File: config.mk
export PLATFORM = sky130hd
export DESIGN_NAME = frms_modmul
export DESIGN_NICKNAME = d
export VERILOG_FILES = /design/src/design/frms_pkg.sv /design/src/design/frms_modmul.sv
export SDC_FILE = /design/constraint.sdc
export NUM_CORES = 2
export LEC_CHECK = 0
export ABC_AREA = 1
export BUFFER_PORTS_ARGS = -buffer_cell sky130_fd_sc_hd__buf_4
export CORE_MARGIN = 4
export CORE_UTILIZATION = 65
export DETAILED_ROUTE_END_ITERATION = 10
export PLACE_DENSITY = 0.88
export SLEW_MARGIN = 20
export SYNTH_ARGS = -nofsm -noshare
export SYNTH_HDL_FRONTEND = slang
export SYNTH_SLANG_ARGS = --single-unit
File: constraint.sdc
create_clock -name clk -period 10.4 [get_ports clk]
set_input_delay 2.08 -clock clk [delete_from_list [all_inputs] [get_ports clk]]
set_output_delay 2.08 -clock clk [all_outputs]
set_load 0.02 [all_outputs]
File: src/design/frms_pkg.sv
package frms_pkg;

  localparam int CAND_W      = 16;
  localparam int COUNT_W     = 8;
  localparam int TABLE_DEPTH = 1 << CAND_W;
  localparam int DIV_STEPS   = 33;
  localparam int DIV_CNT_W   = 6;
  localparam int TRIAL_W     = 9;

  localparam logic [COUNT_W-1:0] COUNT_MAX   = '1;
  localparam logic [CAND_W-1:0]  PRIMES_MAX  = '1;
  localparam logic [COUNT_W-1:0] REQ_DEFAULT = 8'd16;

  // Top-level sequencer states
  typedef enum logic [3:0] {
    ST_IDLE,
    ST_CHECK,
    ST_TRIAL_TEST,
    ST_TRIAL_WAIT,
    ST_RECIP_START,
    ST_RECIP_WAIT,
    ST_CLEAR,
    ST_CNT_RD,
    ST_CNT_WR,
    ST_MUL_START,
    ST_MUL_WAIT,
    ST_SCAN,
    ST_SCAN_LAST,
    ST_UPDATE,
    ST_FINISH
  } frms_state_t;

  // Modular multiplier stages
  typedef enum logic [2:0] {
    MM_IDLE,
    MM_QUOT,
    MM_QP,
    MM_SUB,
    MM_FIX1,
    MM_FIX2
  } frms_mm_state_t;

  typedef struct packed {
    logic              start;
    logic [32:0]       dividend;
    logic [CAND_W-1:0] divisor;
  } frms_div_req_t;

  typedef struct packed {
    logic              done;
    logic [31:0]       quot;
    logic [CAND_W-1:0] rem;
  } frms_div_rsp_t;

  typedef struct packed {
    logic              start;
    logic [CAND_W-1:0] a;
    logic [CAND_W-1:0] b;
  } frms_mm_req_t;

  typedef struct packed {
    logic              done;
    logic [CAND_W-1:0] result;
  } frms_mm_rsp_t;

endpackage

File: src/design/frms_modmul.sv
module frms_modmul
  import frms_pkg::*;
(
  input  logic              clk,
  input  logic              rst,
  input  logic [CAND_W-1:0] modulus,
  input  logic [31:0]       recip,
  input  frms_mm_req_t      req,
  output frms_mm_rsp_t      rsp
);

  frms_mm_state_t    state, state_next;
  logic [31:0]       prod;
  logic [63:0]       wide;
  logic [CAND_W-1:0] q;
  logic [31:0]       qp;
  logic [17:0]       r;
  logic              done;

  // Stage sequence: product, quotient estimate, q*p, subtract, two fixes
  always_comb begin
    state_next = state;
    case (state)
      MM_IDLE: if (req.start) state_next = MM_QUOT;
      MM_QUOT: state_next = MM_QP;
      MM_QP:   state_next = MM_SUB;
      MM_SUB:  state_next = MM_FIX1;
      MM_FIX1: state_next = MM_FIX2;
      MM_FIX2: state_next = MM_IDLE;
      default: state_next = MM_IDLE;
    endcase
  end

  always_ff @(posedge clk) begin
    if (rst) begin
      state <= MM_IDLE;
      done  <= 1'b0;
    end else begin
      state <= state_next;
      done  <= (state == MM_FIX2);
    end
  end

  assign wide = prod * recip;

  // Barrett datapath, a register after every multiplication
  always_ff @(posedge clk) begin
    case (state)
      MM_IDLE: if (req.start) prod <= req.a * req.b;
      MM_QUOT: q  <= wide[32+CAND_W-1:32];
      MM_QP:   qp <= q * modulus;
      MM_SUB:  r  <= 18'(prod - qp);
      MM_FIX1: if (r >= {2'b0, modulus}) r <= r - {2'b0, modulus};
      MM_FIX2: if (r >= {2'b0, modulus}) r <= r - {2'b0, modulus};
      default: r <= r;
    endcase
  end

  assign rsp.done   = done;
  assign rsp.result = r[CAND_W-1:0];

`ifndef SYNTHESIS
  a_reduced: assert property (@(posedge clk) disable iff (rst)
    done |-> (r < {2'b0, modulus})) else $error("modular product not reduced");
`endif

endmodule

==> results by group <==
Yosys
  – Syn Nets: between 7000 and 8000
  – Mapped Area: between 40000 and 50000 um^2
  – Number of flops mapped to enable cells by yosys: 84
  – Post-synthesis sequential area ratio: 0.0538
  – Share of synthesized registers carrying an async set or reset: 0
  – Synth cell types: 51
  – Synth Flop Type: edfxtp_1
  – Synth warn: 0
  – Post-Synthesis Cells: 6390
  – Avg Cell Area, Syn: 7.57 um^2
  – #FFs+latches synth: approximately 90

Setup path
  – CP top delay family: adder cells
  – Critical Path Start Type: input port
  – Crit path kind: input port to flip-flop
  – FF-to-FF End: q[15]$_DFFE_PP_
  – Buf/Inv on CP: 6
  – FF-to-FF setup slack: around 2.7 ns
  – Crit-path max FO: 32
  – Max incr delay on CP: 0.56 ns
  – Nature of the critical path endpoint: flip-flop
  – R2r worst-path depth: 23
  – Req. time, crit path: roughly 11 ns
  – Data arrival, critical path: about 8.5 ns
  – Critical-path cell list: buf_4 -> nand2_1 -> inv_1 -> fa_1 -> inv_1 -> fa_1 -> inv_1 -> fa_1 -> inv_1 -> fa_1 -> inv_1 -> fa_1 -> fa_1 -> fa_1 -> fa_1 -> ha_1 -> a21oi_1 -> o21ai_0 -> a21oi_1 -> nor2_1 -> nor2_1 -> nand3_1 -> xor2_1
  – Slowest CP cell: fa_1
  – Reg2Reg Launch Point: prod[15]$_DFFE_PP_
  – Most used cell, CP: fa_1

Clocking
  – Clock slew at reported path FFs: 0.08 ns
  – Clock sinks: 88
  – Resized cells post-CTS: 0
  – Clock root buffer master: clkbuf_16
  – TritonCTS Buffers: 9
  – Hold-fix buffers at CTS: 0
  – Total setup buffers inserted after CTS: 0
  – Skew-Pair Late Insertion Delay: between 0.3 and 0.4 ns
  – H-Tree Depth: 3
  – Max Buffers Root-to-Sink: 2
  – CTS tree: done

Global routing
  – Initial antenna violation count: 0
  – Vias in the first global route: ~44000
  – GR Util All Layers: 0.356
  – Grt ovf: 0
  – First-pass GRT wire length: 221 mm
  – Pin count of the biggest net entering global routing: 34

STA
  – Setup TNS: 0 ns
  – Fin crit period: ~8.4 ns
  – Least-Margin Pin Slew: approximately 1.2 ns
  – Period utilisation layout: 0.809
  – Fmax: 0.119 GHz
  – Fin. max-slew vios: 0
  – Worst setup margin: 1.99 ns
  – # setup viols final: 0
  – Slew HR: 0.197
  – Hold WS: 0.557 ns
  – Hold Vio Cnt, Final: 0
  – RSZ-0062 raised after global routing: false
  – Final clock skew: between 0.015 and 0.02 ns

Die
  – Starting Density: 0.660
  – Ports: 100
  – Row count: 99
  – Die area: 78900 um^2
  – Core region area: between 70000 and 80000 um^2
  – Die Wd: around 280 um
  – Chip Height: 281 um

Finish
  – Filler cells: 5825
  – Layout overhead on the synthesized area: 2.76%
  – Utilization after layout: 0.678
  – Nets: about 7800
  – Layout cells sized above 1: 0.0280

Drt
  – DRT iter0 DRCs: about 3900
  – Via density: between 5 and 6
  – WL/cell: 18.7 um
  – First-pass DRT Iterations: 8
  – Antenna-violating nets left: 0
  – Final wirelength: ~130 mm
  – Drt drc: 0
  – Via count: slightly above 40000

Placed design
  – Routability congestion estimate: around 1.0
  – Detail Placement HPWL: between 100 and 150 mm
  – IO Port Bufs: ~100
  – DP Worst Slack: approximately 1.7 ns

Worst hold path
  – Hold Path Depth: 2
  – HP Class: flip-flop to flip-flop
  – Worst Hold Launch: state[0]$_SDFFE_PP0P_
  – Hold Crit Endpoint: state[2]$_SDFFE_PP0P_

Run
  – Max_cap viols: 0

Outcome
  – Status: finished clean
==> routing by layer <==
| layer | routed length, um | global-route usage | part of all wire |
|---|---|---|---|
| met5 | 0 | 0 | 0 |
| met4 | 7640 | 0.161 | 0.057 |
| met1 | 48100 | 0.448 | 0.36 |
| met3 | 14300 | 0.0703 | 0.11 |
| met2 | 64700 | 0.600 | 0.48 |
==> how the worst max path moves through the flow <==
stage	from	cells past startpoint	end	slack [ns]
2_1_floorplan	recip[18]	24	q[12]$_DFFE_PP_	2.26
3_3_place_gp	recip[5]	23	q[4]$_DFFE_PP_	1.78
3_5_place_dp	recip[17]	23	q[4]$_DFFE_PP_	1.70
4_1_cts	recip[8]	23	q[15]$_DFFE_PP_	2.13
5_1_grt	recip[11]	25	q[12]$_DFFE_PP_	1.72
6_report	recip[17]	23	q[4]$_DFFE_PP_	1.99
==> flip-flops by register name, summed over array words and instances (netlist names) <==
register  cells
r            18
qp           18
done          1
prod         32
state         3
q            16
==> cell usage in the layout, fill, tap and decap left out, drive strengths merged <==
master / count
inv: 2032
nand2: 1790
fa: 1081
ha: 362
a21oi: 152
nor2: 139
nand3: 136
buf: 136
o21ai: 104
edfxtp: 84
xor2: 35
nand4: 32
nor3: 24
a21o: 21
xnor2: 19
o21bai: 16
nand3b: 10
a31oi: 9
clkbuf: 9
or2: 7
a21boi: 6
o211ai: 5
o21a: 4
a31o: 4
dfxtp: 4
o31ai: 3
nor4: 3
clkinv: 3
o211a: 2
mux2i: 2
and2: 2
diode: 1
a211oi: 1
a221oi: 1
o2111ai: 1
o22ai: 1
nor3b: 1
and3: 1
o311ai: 1
==> Yosys cell counts, drive strengths merged (3+ instances only) <==
cell type	instances	area share
o21ai	104	0.011
dfxtp	4	0.0017
nand2	1790	0.14
nand3	136	0.014
o21a	4	0.00062
xor2	35	0.0063
o21bai	16	0.0026
edfxtp	84	0.052
a31o	4	0.00072
nor3	24	0.0025
ha	362	0.094
buf	64	0.0070
clkbuf	235	0.018
a21o	21	0.0033
nor2	139	0.011
xnor2	19	0.0034
o31ai	3	0.00047
a31oi	9	0.0012
a21boi	6	0.0010
fa	1081	0.45
nor4	3	0.00052
nand3b	10	0.0016
inv	2028	0.16
or2	7	0.00090
o211ai	5	0.00078
a21oi	152	0.016
nand4	32	0.0041
==> through the flow <==
step / cell area [um^2] / instances
global placement: 49400 / 7185
finish: 49700 / 7203
detailed placement: 49400 / 7186
floorplan: 48400 / 6390
global route: 49700 / 7202
CTS: 49700 / 7202
==> kinds of logic (layout without fill, tap and decap cells) <==
logic type	after synthesis	in the layout	share of synthesized area
adder cells (fa/ha/maj)	1443	1443	0.541
XOR/XNOR	54	54	0.00977
multiplexers	2	2	0.000414
flip-flops	88	88	0.0538
AO/OA/AOI/OAI	331	331	0.0386
buffers and inverters	2327	2180	0.183
AND/OR/NAND/NOR	2145	2145	0.174
other	0	1	0
==> layout make-up <==
type                            count  area (um^2)  share of cell area
Sequential cell                    88         2600              0.0523
Antenna cell                        1         2.50           0.0000503
Inverter                         2028         7610               0.153
Tap cell                          959         1200              0.0241
Multi-Input combinational cell   3975        37000               0.743
Clock inverter                      7         73.8             0.00148
Clock buffer                        9          225             0.00453
Timing Repair Buffer              136         1040              0.0209
==> worst register-to-register path: stages, from the launching register on <==
cell and delay (ns):
edfxtp_1 1.15, buf_4 0.43, nand2_1 0.12, fa_1 0.52, fa_1 0.56, inv_1 0.06
fa_1 0.48, fa_1 0.59, fa_1 0.43, fa_1 0.48, fa_1 0.50, inv_1 0.05
fa_1 0.47, inv_1 0.04, ha_1 0.37, nand2_1 0.12, nor2_1 0.29, nand2_1 0.16
nor2_1 0.19, nand2_1 0.07, a21oi_1 0.13, nor2_1 0.07, nand3_1 0.08, nand2_1 0.05
Power is left out: the tool's default activity adds up to more than one toggle a clock period on the data nets, which glitch-free logic cannot reach.
