## config.mk

```make
export PLATFORM = sky130hd
export DESIGN_NAME = frms_divider
export DESIGN_NICKNAME = d
export VERILOG_FILES = /design/src/design/frms_pkg.sv /design/src/design/frms_divider.sv
export SDC_FILE = /design/constraint.sdc
export NUM_CORES = 1
export LEC_CHECK = 0
export BUFFER_PORTS_ARGS = -buffer_cell sky130_fd_sc_hd__buf_2
export CELL_PAD_IN_SITES_DETAIL_PLACEMENT = 0
export CELL_PAD_IN_SITES_GLOBAL_PLACEMENT = 1
export CORE_MARGIN = 10
export CORE_UTILIZATION = 45
export CTS_BUF_LIST = sky130_fd_sc_hd__clkbuf_2 sky130_fd_sc_hd__clkbuf_4 sky130_fd_sc_hd__clkbuf_8
export DETAILED_ROUTE_END_ITERATION = 10
export GPL_TIMING_DRIVEN = 0
export PLACE_DENSITY = 0.92
export SLEW_MARGIN = 40
export SYNTH_ARGS = -nofsm -noshare
export SYNTH_HDL_FRONTEND = slang
export SYNTH_SLANG_ARGS = --single-unit
```

## constraint.sdc

```tcl
create_clock -name clk -period 4.1 [get_ports clk]
set_clock_uncertainty 0.15 [all_clocks]
set_input_delay 0.41 -clock clk [delete_from_list [all_inputs] [get_ports clk]]
set_output_delay 0.41 -clock clk [all_outputs]
set_load 0.1 [all_outputs]
```

## src/design/frms_pkg.sv

```systemverilog
package frms_pkg;

  localparam int CAND_W      = 16;
  localparam int COUNT_W     = 8;
  localparam int TABLE_DEPTH = 1 << CAND_W;
  localparam int DIV_STEPS   = 33;
  localparam int DIV_CNT_W   = 6;
  localparam int TRIAL_W     = 9;

  localparam logic [COUNT_W-1:0] COUNT_MAX   = '1;
  localparam logic [CAND_W-1:0]  PRIMES_MAX  = '1;
  localparam logic [COUNT_W-1:0] REQ_DEFAULT = 8'd16;

  // Top-level sequencer states
  typedef enum logic [3:0] {
    ST_IDLE,
    ST_CHECK,
    ST_TRIAL_TEST,
    ST_TRIAL_WAIT,
    ST_RECIP_START,
    ST_RECIP_WAIT,
    ST_CLEAR,
    ST_CNT_RD,
    ST_CNT_WR,
    ST_MUL_START,
    ST_MUL_WAIT,
    ST_SCAN,
    ST_SCAN_LAST,
    ST_UPDATE,
    ST_FINISH
  } frms_state_t;

  // Modular multiplier stages
  typedef enum logic [2:0] {
    MM_IDLE,
    MM_QUOT,
    MM_QP,
    MM_SUB,
    MM_FIX1,
    MM_FIX2
  } frms_mm_state_t;

  typedef struct packed {
    logic              start;
    logic [32:0]       dividend;
    logic [CAND_W-1:0] divisor;
  } frms_div_req_t;

  typedef struct packed {
    logic              done;
    logic [31:0]       quot;
    logic [CAND_W-1:0] rem;
  } frms_div_rsp_t;

  typedef struct packed {
    logic              start;
    logic [CAND_W-1:0] a;
    logic [CAND_W-1:0] b;
  } frms_mm_req_t;

  typedef struct packed {
    logic              done;
    logic [CAND_W-1:0] result;
  } frms_mm_rsp_t;

endpackage

```

## src/design/frms_divider.sv

```systemverilog
module frms_divider
  import frms_pkg::*;
(
  input  logic          clk,
  input  logic          rst,
  input  frms_div_req_t req,
  output frms_div_rsp_t rsp
);

  logic                 busy;
  logic [DIV_CNT_W-1:0] steps;
  logic [32:0]          dsh;
  logic [32:0]          quot;
  logic [CAND_W-1:0]    rem;
  logic [CAND_W-1:0]    divisor;
  logic                 done;
  logic [CAND_W:0]      trial;
  logic                 fits;

  // One restoring step per cycle
  assign trial = {rem, dsh[32]};
  assign fits  = trial >= {1'b0, divisor};

  always_ff @(posedge clk) begin
    if (rst) begin
      busy <= 1'b0;
      done <= 1'b0;
    end else begin
      done <= 1'b0;
      if (!busy && req.start) begin
        busy <= 1'b1;
        steps <= DIV_CNT_W'(DIV_STEPS);
      end else if (busy) begin
        steps <= steps - 1'b1;
        if (steps == DIV_CNT_W'(1)) begin
          busy <= 1'b0;
          done <= 1'b1;
        end
      end
    end
  end

  always_ff @(posedge clk) begin
    if (!busy && req.start) begin
      dsh     <= req.dividend;
      divisor <= req.divisor;
      rem     <= '0;
      quot    <= '0;
    end else if (busy) begin
      dsh  <= {dsh[31:0], 1'b0};
      quot <= {quot[31:0], fits};
      rem  <= fits ? CAND_W'(trial - {1'b0, divisor}) : trial[CAND_W-1:0];
    end
  end

  assign rsp.done = done;
  assign rsp.quot = quot[31:0];
  assign rsp.rem  = rem;

`ifndef SYNTHESIS
  // a finished remainder is always below the divisor
  a_rem_below: assert property (@(posedge clk) disable iff (rst)
    done |-> (rem < divisor)) else $error("divider remainder not reduced");
`endif

endmodule

```

==> summary.txt, run 1 <==
Status
  • Status: finished, final reports clean

Worst hold path
  • Min-Delay Path Class: in2reg

Job
  • Max Cap Viol: 0

Setup path
  • Endpoint class of the critical path: flop
  • CP bufs+invs: 1
  • Critical Path Start: divisor[1]
  • Critical Path RT: 4.23 ns
  • Critical Path AT: 2.83 ns
  • Slowest stage cell on the critical path: edfxtp_1
  • Critical path's largest stage delay: 0.42 ns
  • CP cell instances: inv_1 -> ha_1 -> nor2b_1 -> o31a_1 -> o41ai_2 -> o31ai_2 -> o2bb2ai_4 -> mux2_2 -> a22o_1
  • FF-to-FF setup slack: 1.40 ns
  • Critical R2R Capture: rem[9]
  • Reg2Reg Launch Point: divisor[1]
  • R2R cell count: 9
  • Crit. path cell count: 9
  • Max Fanout on Critical Path: 7
  • CP Class: reg2reg
  • CP top delay family: compound AO/OA/AOI/OAI gates
  • Setup crit start kind: flop
  • Worst Setup EP: rem[9]

STA
  • Worst-Margin Slew: 0.670 ns
  • Tcrit/Tclk final: 65.8%
  • Slew Limit Fails: 0
  • Final Worst Setup Slack: 1.40 ns
  • Tmin final: 2.70 ns
  • Setup TNS: 0 ns
  • Max Fclk: 371 MHz
  • Final Hold Viols: 0
  • Final Setup Violations: 0
  • RSZ-0062 raised after global routing: no
  • Slew Limit Headroom: 55.3%

Route
  • DR iter-0 viols: 230
  • Vias per cell: 4.99
  • Routed Wire Length: 11400 um
  • Wire per inst: 14.4 um
  • # DRC: 0
  • Vias: 3936
  • TritonRoute pass-1 iters: 4
  • Antenna viol nets, final: 0

Synth
  • Ys flop type: edfxtp_1
  • Synth Area in Adders: 4.90%
  • Compound-gate portion of the synthesized area: 13.5%
  • YS warnings: 0
  • Combinational family with the most area after synthesis: simple AND/OR/NAND/NOR gates
  • Cell area after synthesis: 5010 um2
  • Xor/xnor cell area share of the yosys netlist: 2.45%
  • Seq cells post-synth: 105
  • Synth Net Count: 601
  • Post-Syn Instances: 530
  • Seq/Total Area, Yosys: 53.0%
  • Post-synth EDFFs: 55
  • Distinct cells, synth: 49
  • Mapped Avg Cell Area: 9.45 um2
  • Synth Area in Simple Gates: 20.4%
  • Asr flop ratio synth: 0%
  • Mux contribution to synthesized area: 1.27%

GRT
  • Largest net degree at the start of global routing: 34
  • First-pass GRT wire length: 19400 um
  • Initial antenna violation count: 2
  • Gr usage total: 14.7%
  • Vias in the first global route: 4036
  • Grt ovf: 0

Clock network
  • CTS buffer count: 9
  • Clock latency on the worst-skew pair: 0.38 ns
  • TritonCTS clock tree: built
  • Post-CTS setup repair buffer count: 0
  • Clock H-tree levels: 3
  • Hold buffer count at CTS: 0
  • Clk buf depth: 2
  • # resized after CTS: 0
  • Clock sink count: 105
  • Root Buffer: clkbuf_8
  • CTS clk-pin slew, worst paths: 0.10 ns

Floorplanning
  • Full die area: 15700 um2
  • Die width: 125 um
  • I/O pins: 101
  • Initial core utilization: 46.0%
  • Overall die height: 125 um
  • Rows: 38
  • Core area: 10900 um2

Pwr
  • Max VDD drop: 0.192 mV
  • Pwr/cell area: 371 nW/um2
  • Leakage power: 2.63 nW

Cells and area
  • Share of cells above drive strength 1: 20.7%
  • Final #Nets: 712
  • Filler instances: 1016
  • Final design utilization: 54.3%
  • Synthesis-to-layout area growth: 18.1%
  • Post-Layout Cell Count: 788

Placement
  • HPWL after DPL: 8510 um
  • Routability Congestion: 0.864
  • PortBufs: 100
  • Post-Place Setup Slack: 1.41 ns
  • Post-Place Cells: 770
registers in the layout (all words and copies together), names as in the netlist:
register	flops
busy	1
divisor	16
done	1
dsh	33
quot	32
rem	16
steps	6
metrics by stage:
stage	area, um2	total power [W]	hold slack [ns]
2_1_floorplan	5010	0.00141	0.332
5_1_grt	5910	0.00229	0.0306
6_report	5910	0.00219	0.0440
3_5_place_dp	5680	0.00149	0.303
4_1_cts	5910	0.00221	0.0218
3_3_place_gp	5680	0.00149	0.305
per-layer routing:
metal	global-route usage (%)	share of wire [%]
met1	18.0	45
met2	23.4	47
met3	4.69	5.9
met4	6.30	2.1
met5	0	0
cell type report:
type | count | area [um2] | share of cell area (%)
Multi-Input combinational cell | 369 | 2130 | 36.0
Clock inverter | 3 | 65.1 | 1.10
Clock buffer | 13 | 160 | 2.71
Inverter | 24 | 90.1 | 1.52
Sequential cell | 105 | 2650 | 44.8
Tap cell | 140 | 175 | 2.96
Buffer | 32 | 139 | 2.35
Antenna cell | 2 | 5.00 | 0.0846
Timing Repair Buffer | 100 | 500 | 8.46
how the worst min path moves through the flow:
stage | to | start | slack [ns] | depth (start not counted)
2_1_floorplan | done | rst | 0.33 | 1
5_1_grt | divisor[15] | req[15] | 0.03 | 1
3_5_place_dp | quot[31] | quot[31] | 0.30 | 1
6_report | divisor[11] | req[11] | 0.04 | 1
3_3_place_gp | quot[31] | quot[31] | 0.30 | 1
4_1_cts | divisor[1] | req[1] | 0.02 | 1
synthesized netlist by cell type (4+ instances only):
cell type    n  area [um2]
nand2_1    153         574
edfxtp_1    55        1650
dfxtp_1     50        1000
o21ai_0     40         200
nand2b_1    37         231
inv_1       24        90.1
clkbuf_1    23        86.3
ha_1        18         225
nor2_1      16        60.1
a21oi_1     12        60.1
nand3_1     12        60.1
xnor2_1     10        87.6
o211ai_1     9        67.6
a22o_1       6        52.6
o21a_1       6        45.0
buf_2        5        25.0
a21o_1       4        30.0
nor3_1       4        20.0
xor2_1       4        35.0
cell usage in the layout, fill, tap and decap left out, types with 3 or more instances in the layout:
cell,n
o21ai_0,40
xnor2_1,10
o21a_1,6
nand4_1,3
ha_1,18
nand2b_1,37
a21o_1,4
a21oi_1,12
a22o_1,6
mux2i_1,3
inv_1,23
dfxtp_1,50
clkbuf_4,3
xor2_1,4
nor2_1,16
edfxtp_1,55
nand2_1,153
nand3_1,12
clkbuf_1,22
nor3_1,4
a32oi_1,3
o211ai_1,9
buf_2,105
clkbuf_8,10
worst register-to-register path, delay by kind of cell, from the launching register on:
family | cells | cell delay (ns)
compound gates | 5 | 1.21
fa+ha+maj | 1 | 0.22
buf+inv | 1 | 0.07
flops | 1 | 0.42
mux | 1 | 0.37
simple gates | 1 | 0.14
power by group:
part,internal (W),switching [W],leakage (nW)
clock network,0.000381,0.000347,0.118
logic,0.0000946,0.000170,1.56
registers,0.00118,0.0000217,0.952
total,0.00166,0.000539,2.63
cells by family (layout without fill, tap and decap cells):
kind of cell	Yosys count	in the layout
AO/OA/AOI/OAI	97	97
adder cells (fa/ha/maj)	19	19
multiplexers	6	6
other	0	2
flip-flops	105	105
buffers and inverters	56	172
AND/OR/NAND/NOR	233	233
XOR/XNOR	14	14
No activity file was read; power rests on OpenSTA's default activity.
==> inputs of run 2 (changes only) <==
ABC_AREA = 1   (was unset)
CORE_UTILIZATION = 42   (was 45)
PLACE_DENSITY = 0.89   (was 0.92)
clock period = 2.6 ns   (was 4.1 ns; I/O delays follow)
==> run 2 against run 1 <==
  * Count of clock-buffer cells in the layout fell by 2
  * Clock power up 48%
  * Setup slack worse by 1.0 ns
  * Core utilization up 0.19 points
  * Area after synthesis is 3.9% higher
  * Register-to-register slack got worse by 1.0 ns
  * Sequential share of layout area down 4.5 points
  * Combinational power grew to 12 times the previous value
  * Routed wire length rose by 14%
  * Global-route usage increased by 0.38 points
  * Critical endpoint is now rem[12]
  * Largest cell class unchanged
==> summary.txt, run 2 <==
Status
  • Status: finished, final reports clean

Cells and area
  • Most frequent cells in the layout: 222 x nand2_1, 111 x inv_1, 102 x buf_2
  • Most flops, register: dsh
  • Commonest non-fill, non-tap cell in the layout: nand2_1
  • Post-Layout Cell Count: 967 (+23%)
  • Final design utilization: 54.5% (+0.19 points)
  • Final #Nets: 865 (+21%)
  • Top Registers: dsh x33, quot x32
  • Diodes inserted: 0 (-2)
  • Share of cells above drive strength 1: 18.4% (-2.3 points)
  • Synthesis-to-layout area growth: 26.3%
  • Number of flip-flops in the largest register: 33 (unchanged)

GRT
  • Initial antenna violation count: 1 (-1)
  • Grt ovf: 0 (unchanged)
  • Largest net degree at the start of global routing: 43 (+26%)
  • Gr usage total: 15.1% (+0.38 points)
  • First-pass GRT wire length: 22000 um (+13%)
  • Vias in the first global route: 4694 (+16%)

STA
  • Final Setup Violations: 0 (unchanged)
  • Slew Limit Fails: 0 (unchanged)
  • Final Hold Viols: 0 (unchanged)
  • Tcrit/Tclk final: 84.5% (+19 points)
  • Worst-Margin Slew: 0.571 ns (-0.0986 ns)
  • Max Fclk: 455 MHz (+23%)
  • Tmin final: 2.20 ns (-0.501 ns)
  • Final Worst Setup Slack: 0.403 ns (-0.999 ns)
  • RSZ-0062 raised after global routing: no
  • Slew Limit Headroom: 61.9% (+6.6 points)

Setup path
  • CP top delay family: simple AND/OR/NAND/NOR gates
  • Endpoint class of the critical path: flop
  • Critical path's most frequent cell: nand3_1
  • Critical Path RT: 2.74 ns (-1.49 ns)
  • CP Class: reg2reg
  • CP cell instances: inv_1 -> ha_1 -> fa_1 -> inv_1 -> nand3_1 -> nand3_1 -> nand3_1 -> nand3_1 -> nand2_1 -> nand2_1 -> nand2_1 -> nand3_1 -> nand2_1
  • Setup crit start kind: flop
  • CP bufs+invs: 2 (+1)
  • Slowest stage cell on the critical path: fa_1
  • Critical Path AT: 2.33 ns (-0.50 ns)
  • Critical path's largest stage delay: 0.42 ns (about the same)
  • Max Fanout on Critical Path: 3 (-4)

Synth
  • Ranking of synthesized cells by area: edfxtp_1 32%, dfxtp_1 19%, nand2_1 16%
  • Cell area after synthesis: 5200 um2 (+3.9%)
  • Post-Syn Instances: 638 (+20%)
  • Most frequent cell after synthesis: nand2_1
  • Yosys top cell area share: 31.7% (-1.3 points)
  • YS warnings: 0 (unchanged)
  • Mapped Avg Cell Area: 8.16 um2 (-14%)
  • Post-synth top cells: 222 x nand2_1, 111 x inv_1, 55 x edfxtp_1
  • Dominant cell type by area after synthesis: edfxtp_1
  • Synth Net Count: 709 (+18%)
  • Asr flop ratio synth: 0% (unchanged)
  • Post-synth EDFFs: 55 (unchanged)
  • Seq cells post-synth: 105 (unchanged)
  • Seq/Total Area, Yosys: 51.0% (-2.0 points)
  • Distinct cells, synth: 35 (-29%)
  • Ys flop type: edfxtp_1

Placement
  • HPWL after DPL: 9540 um (+12%)
  • Post-Place Setup Slack: 0.456 ns (-0.952 ns)
  • Routability Congestion: 0.883 (+2.2%)
  • Post-Place Cells: 906 (+18%)
  • PortBufs: 100 (unchanged)

Route
  • Wire per inst: 13.4 um (-6.9%)
  • Vias per cell: 4.65 (-6.9%)
  • Met2 WL: 6380 um (+19%)
  • Top Layer Used: met5
  • Vias: 4498 (+14%)
  • DR iter-0 viols: 173 (-25%)
  • M1 wire length: 5660 um (+11%)
  • Routed Wire Length: 13000 um (+14%)
  • TritonRoute pass-1 iters: 4 (unchanged)
  • # DRC: 0 (unchanged)
  • Antenna viol nets, final: 0 (unchanged)
  • Routed wl met3: 715 um (+7.0%)

Floorplanning
  • Overall die height: 131 um (+4.7%)
  • Initial core utilization: 43.2% (-2.8 points)
  • I/O pins: 101 (unchanged)
  • Core area: 12100 um2 (+11%)
  • Die width: 131 um (+4.7%)
  • Rows: 40 (+5.3%)
  • Full die area: 17200 um2 (+9.5%)

Pwr
  • Pwr/cell area: 966 nW/um2 (+160%)
  • Leakage power: 3.23 nW (+23%)
  • Max VDD drop: 0.455 mV (+140%)

Clock network
  • CTS clk-pin slew, worst paths: 0.10 ns (about the same)
  • # resized after CTS: 0 (unchanged)
  • CTS buffer count: 9 (unchanged)
  • Post-CTS setup repair buffer count: 0 (unchanged)
  • Hold buffer count at CTS: 45 (+45)
  • TritonCTS clock tree: built
  • Clock H-tree levels: 3 (unchanged)
  • Clock latency on the worst-skew pair: 0.38 ns (about the same)
  • Clock sink count: 105 (unchanged)
  • Clk buf depth: 2 (unchanged)
  • Root Buffer: clkbuf_8

Job
  • Max Cap Viol: 0 (unchanged)

Worst hold path
  • Min-Delay Path Class: in2reg
run 2: report_power, final:
| group | leakage [nW] | total (W) | internal (W) | switching, W |
|---|---|---|---|---|
| Combinational | 2.17 | 0.00314 | 0.000886 | 0.00226 |
| Clock | 0.107 | 0.00108 | 0.000491 | 0.000585 |
| Sequential | 0.953 | 0.00213 | 0.00199 | 0.000142 |
| Total | 3.23 | 0.00635 | 0.00337 | 0.00298 |
run 2: per-stage QoR:
stage	hold WS, ns	power, W	TNS (ns)	cell area (um2)
3_5_place_dp	0.288	0.00527	0	5920
4_1_cts	0.00869	0.00642	0	6580
5_1_grt	0.0210	0.00682	0	6580
2_1_floorplan	0.179	0.00467	0	5200
3_3_place_gp	0.285	0.00523	-0.245	5920
6_report	0.0228	0.00635	0	6580
run 2: cell type report:
cell class	count	area, um2
multi-input combinational	399	2020
fill	1144	5490
timing repair buffer	145	951
clock inverter	5	60.1
buffer	21	108
inverter	113	424
tap	168	210
clock buffer	11	145
sequential	105	2650
run 2: path summary, 6_finish.rpt:
path         slack [ns]     start  cells past startpoint        to
min reg2reg        0.32  quot[31]                      2  quot[31]
min                0.02   req[20]                      3    dsh[4]
max                0.40   dsh[32]                     13   rem[12]
max reg2reg        0.40   dsh[32]                     13   rem[12]
run 2: routing by layer:
layer / global-route usage, % / vias to the layer above
met3: 4.04 / 17
li1: - / 2336
met2: 25.9 / 92
met5: 0 / -
met1: 17.7 / 2051
met4: 5.75 / 2
run 2: kinds of logic after synthesis:
family,synth area share (%)
and+or+nand+nor,27.1
buffers and inverters,10.1
DFF,51.0
AOI/OAI and AO/OA,6.03
adders and majority gates,4.71
xor gates and xnor gates,1.01
run 2: tightest hold or removal path, stage by stage:
cell	delay (ns)
buf_2	0.08
nand2_1	0.05
nand2_1	0.06
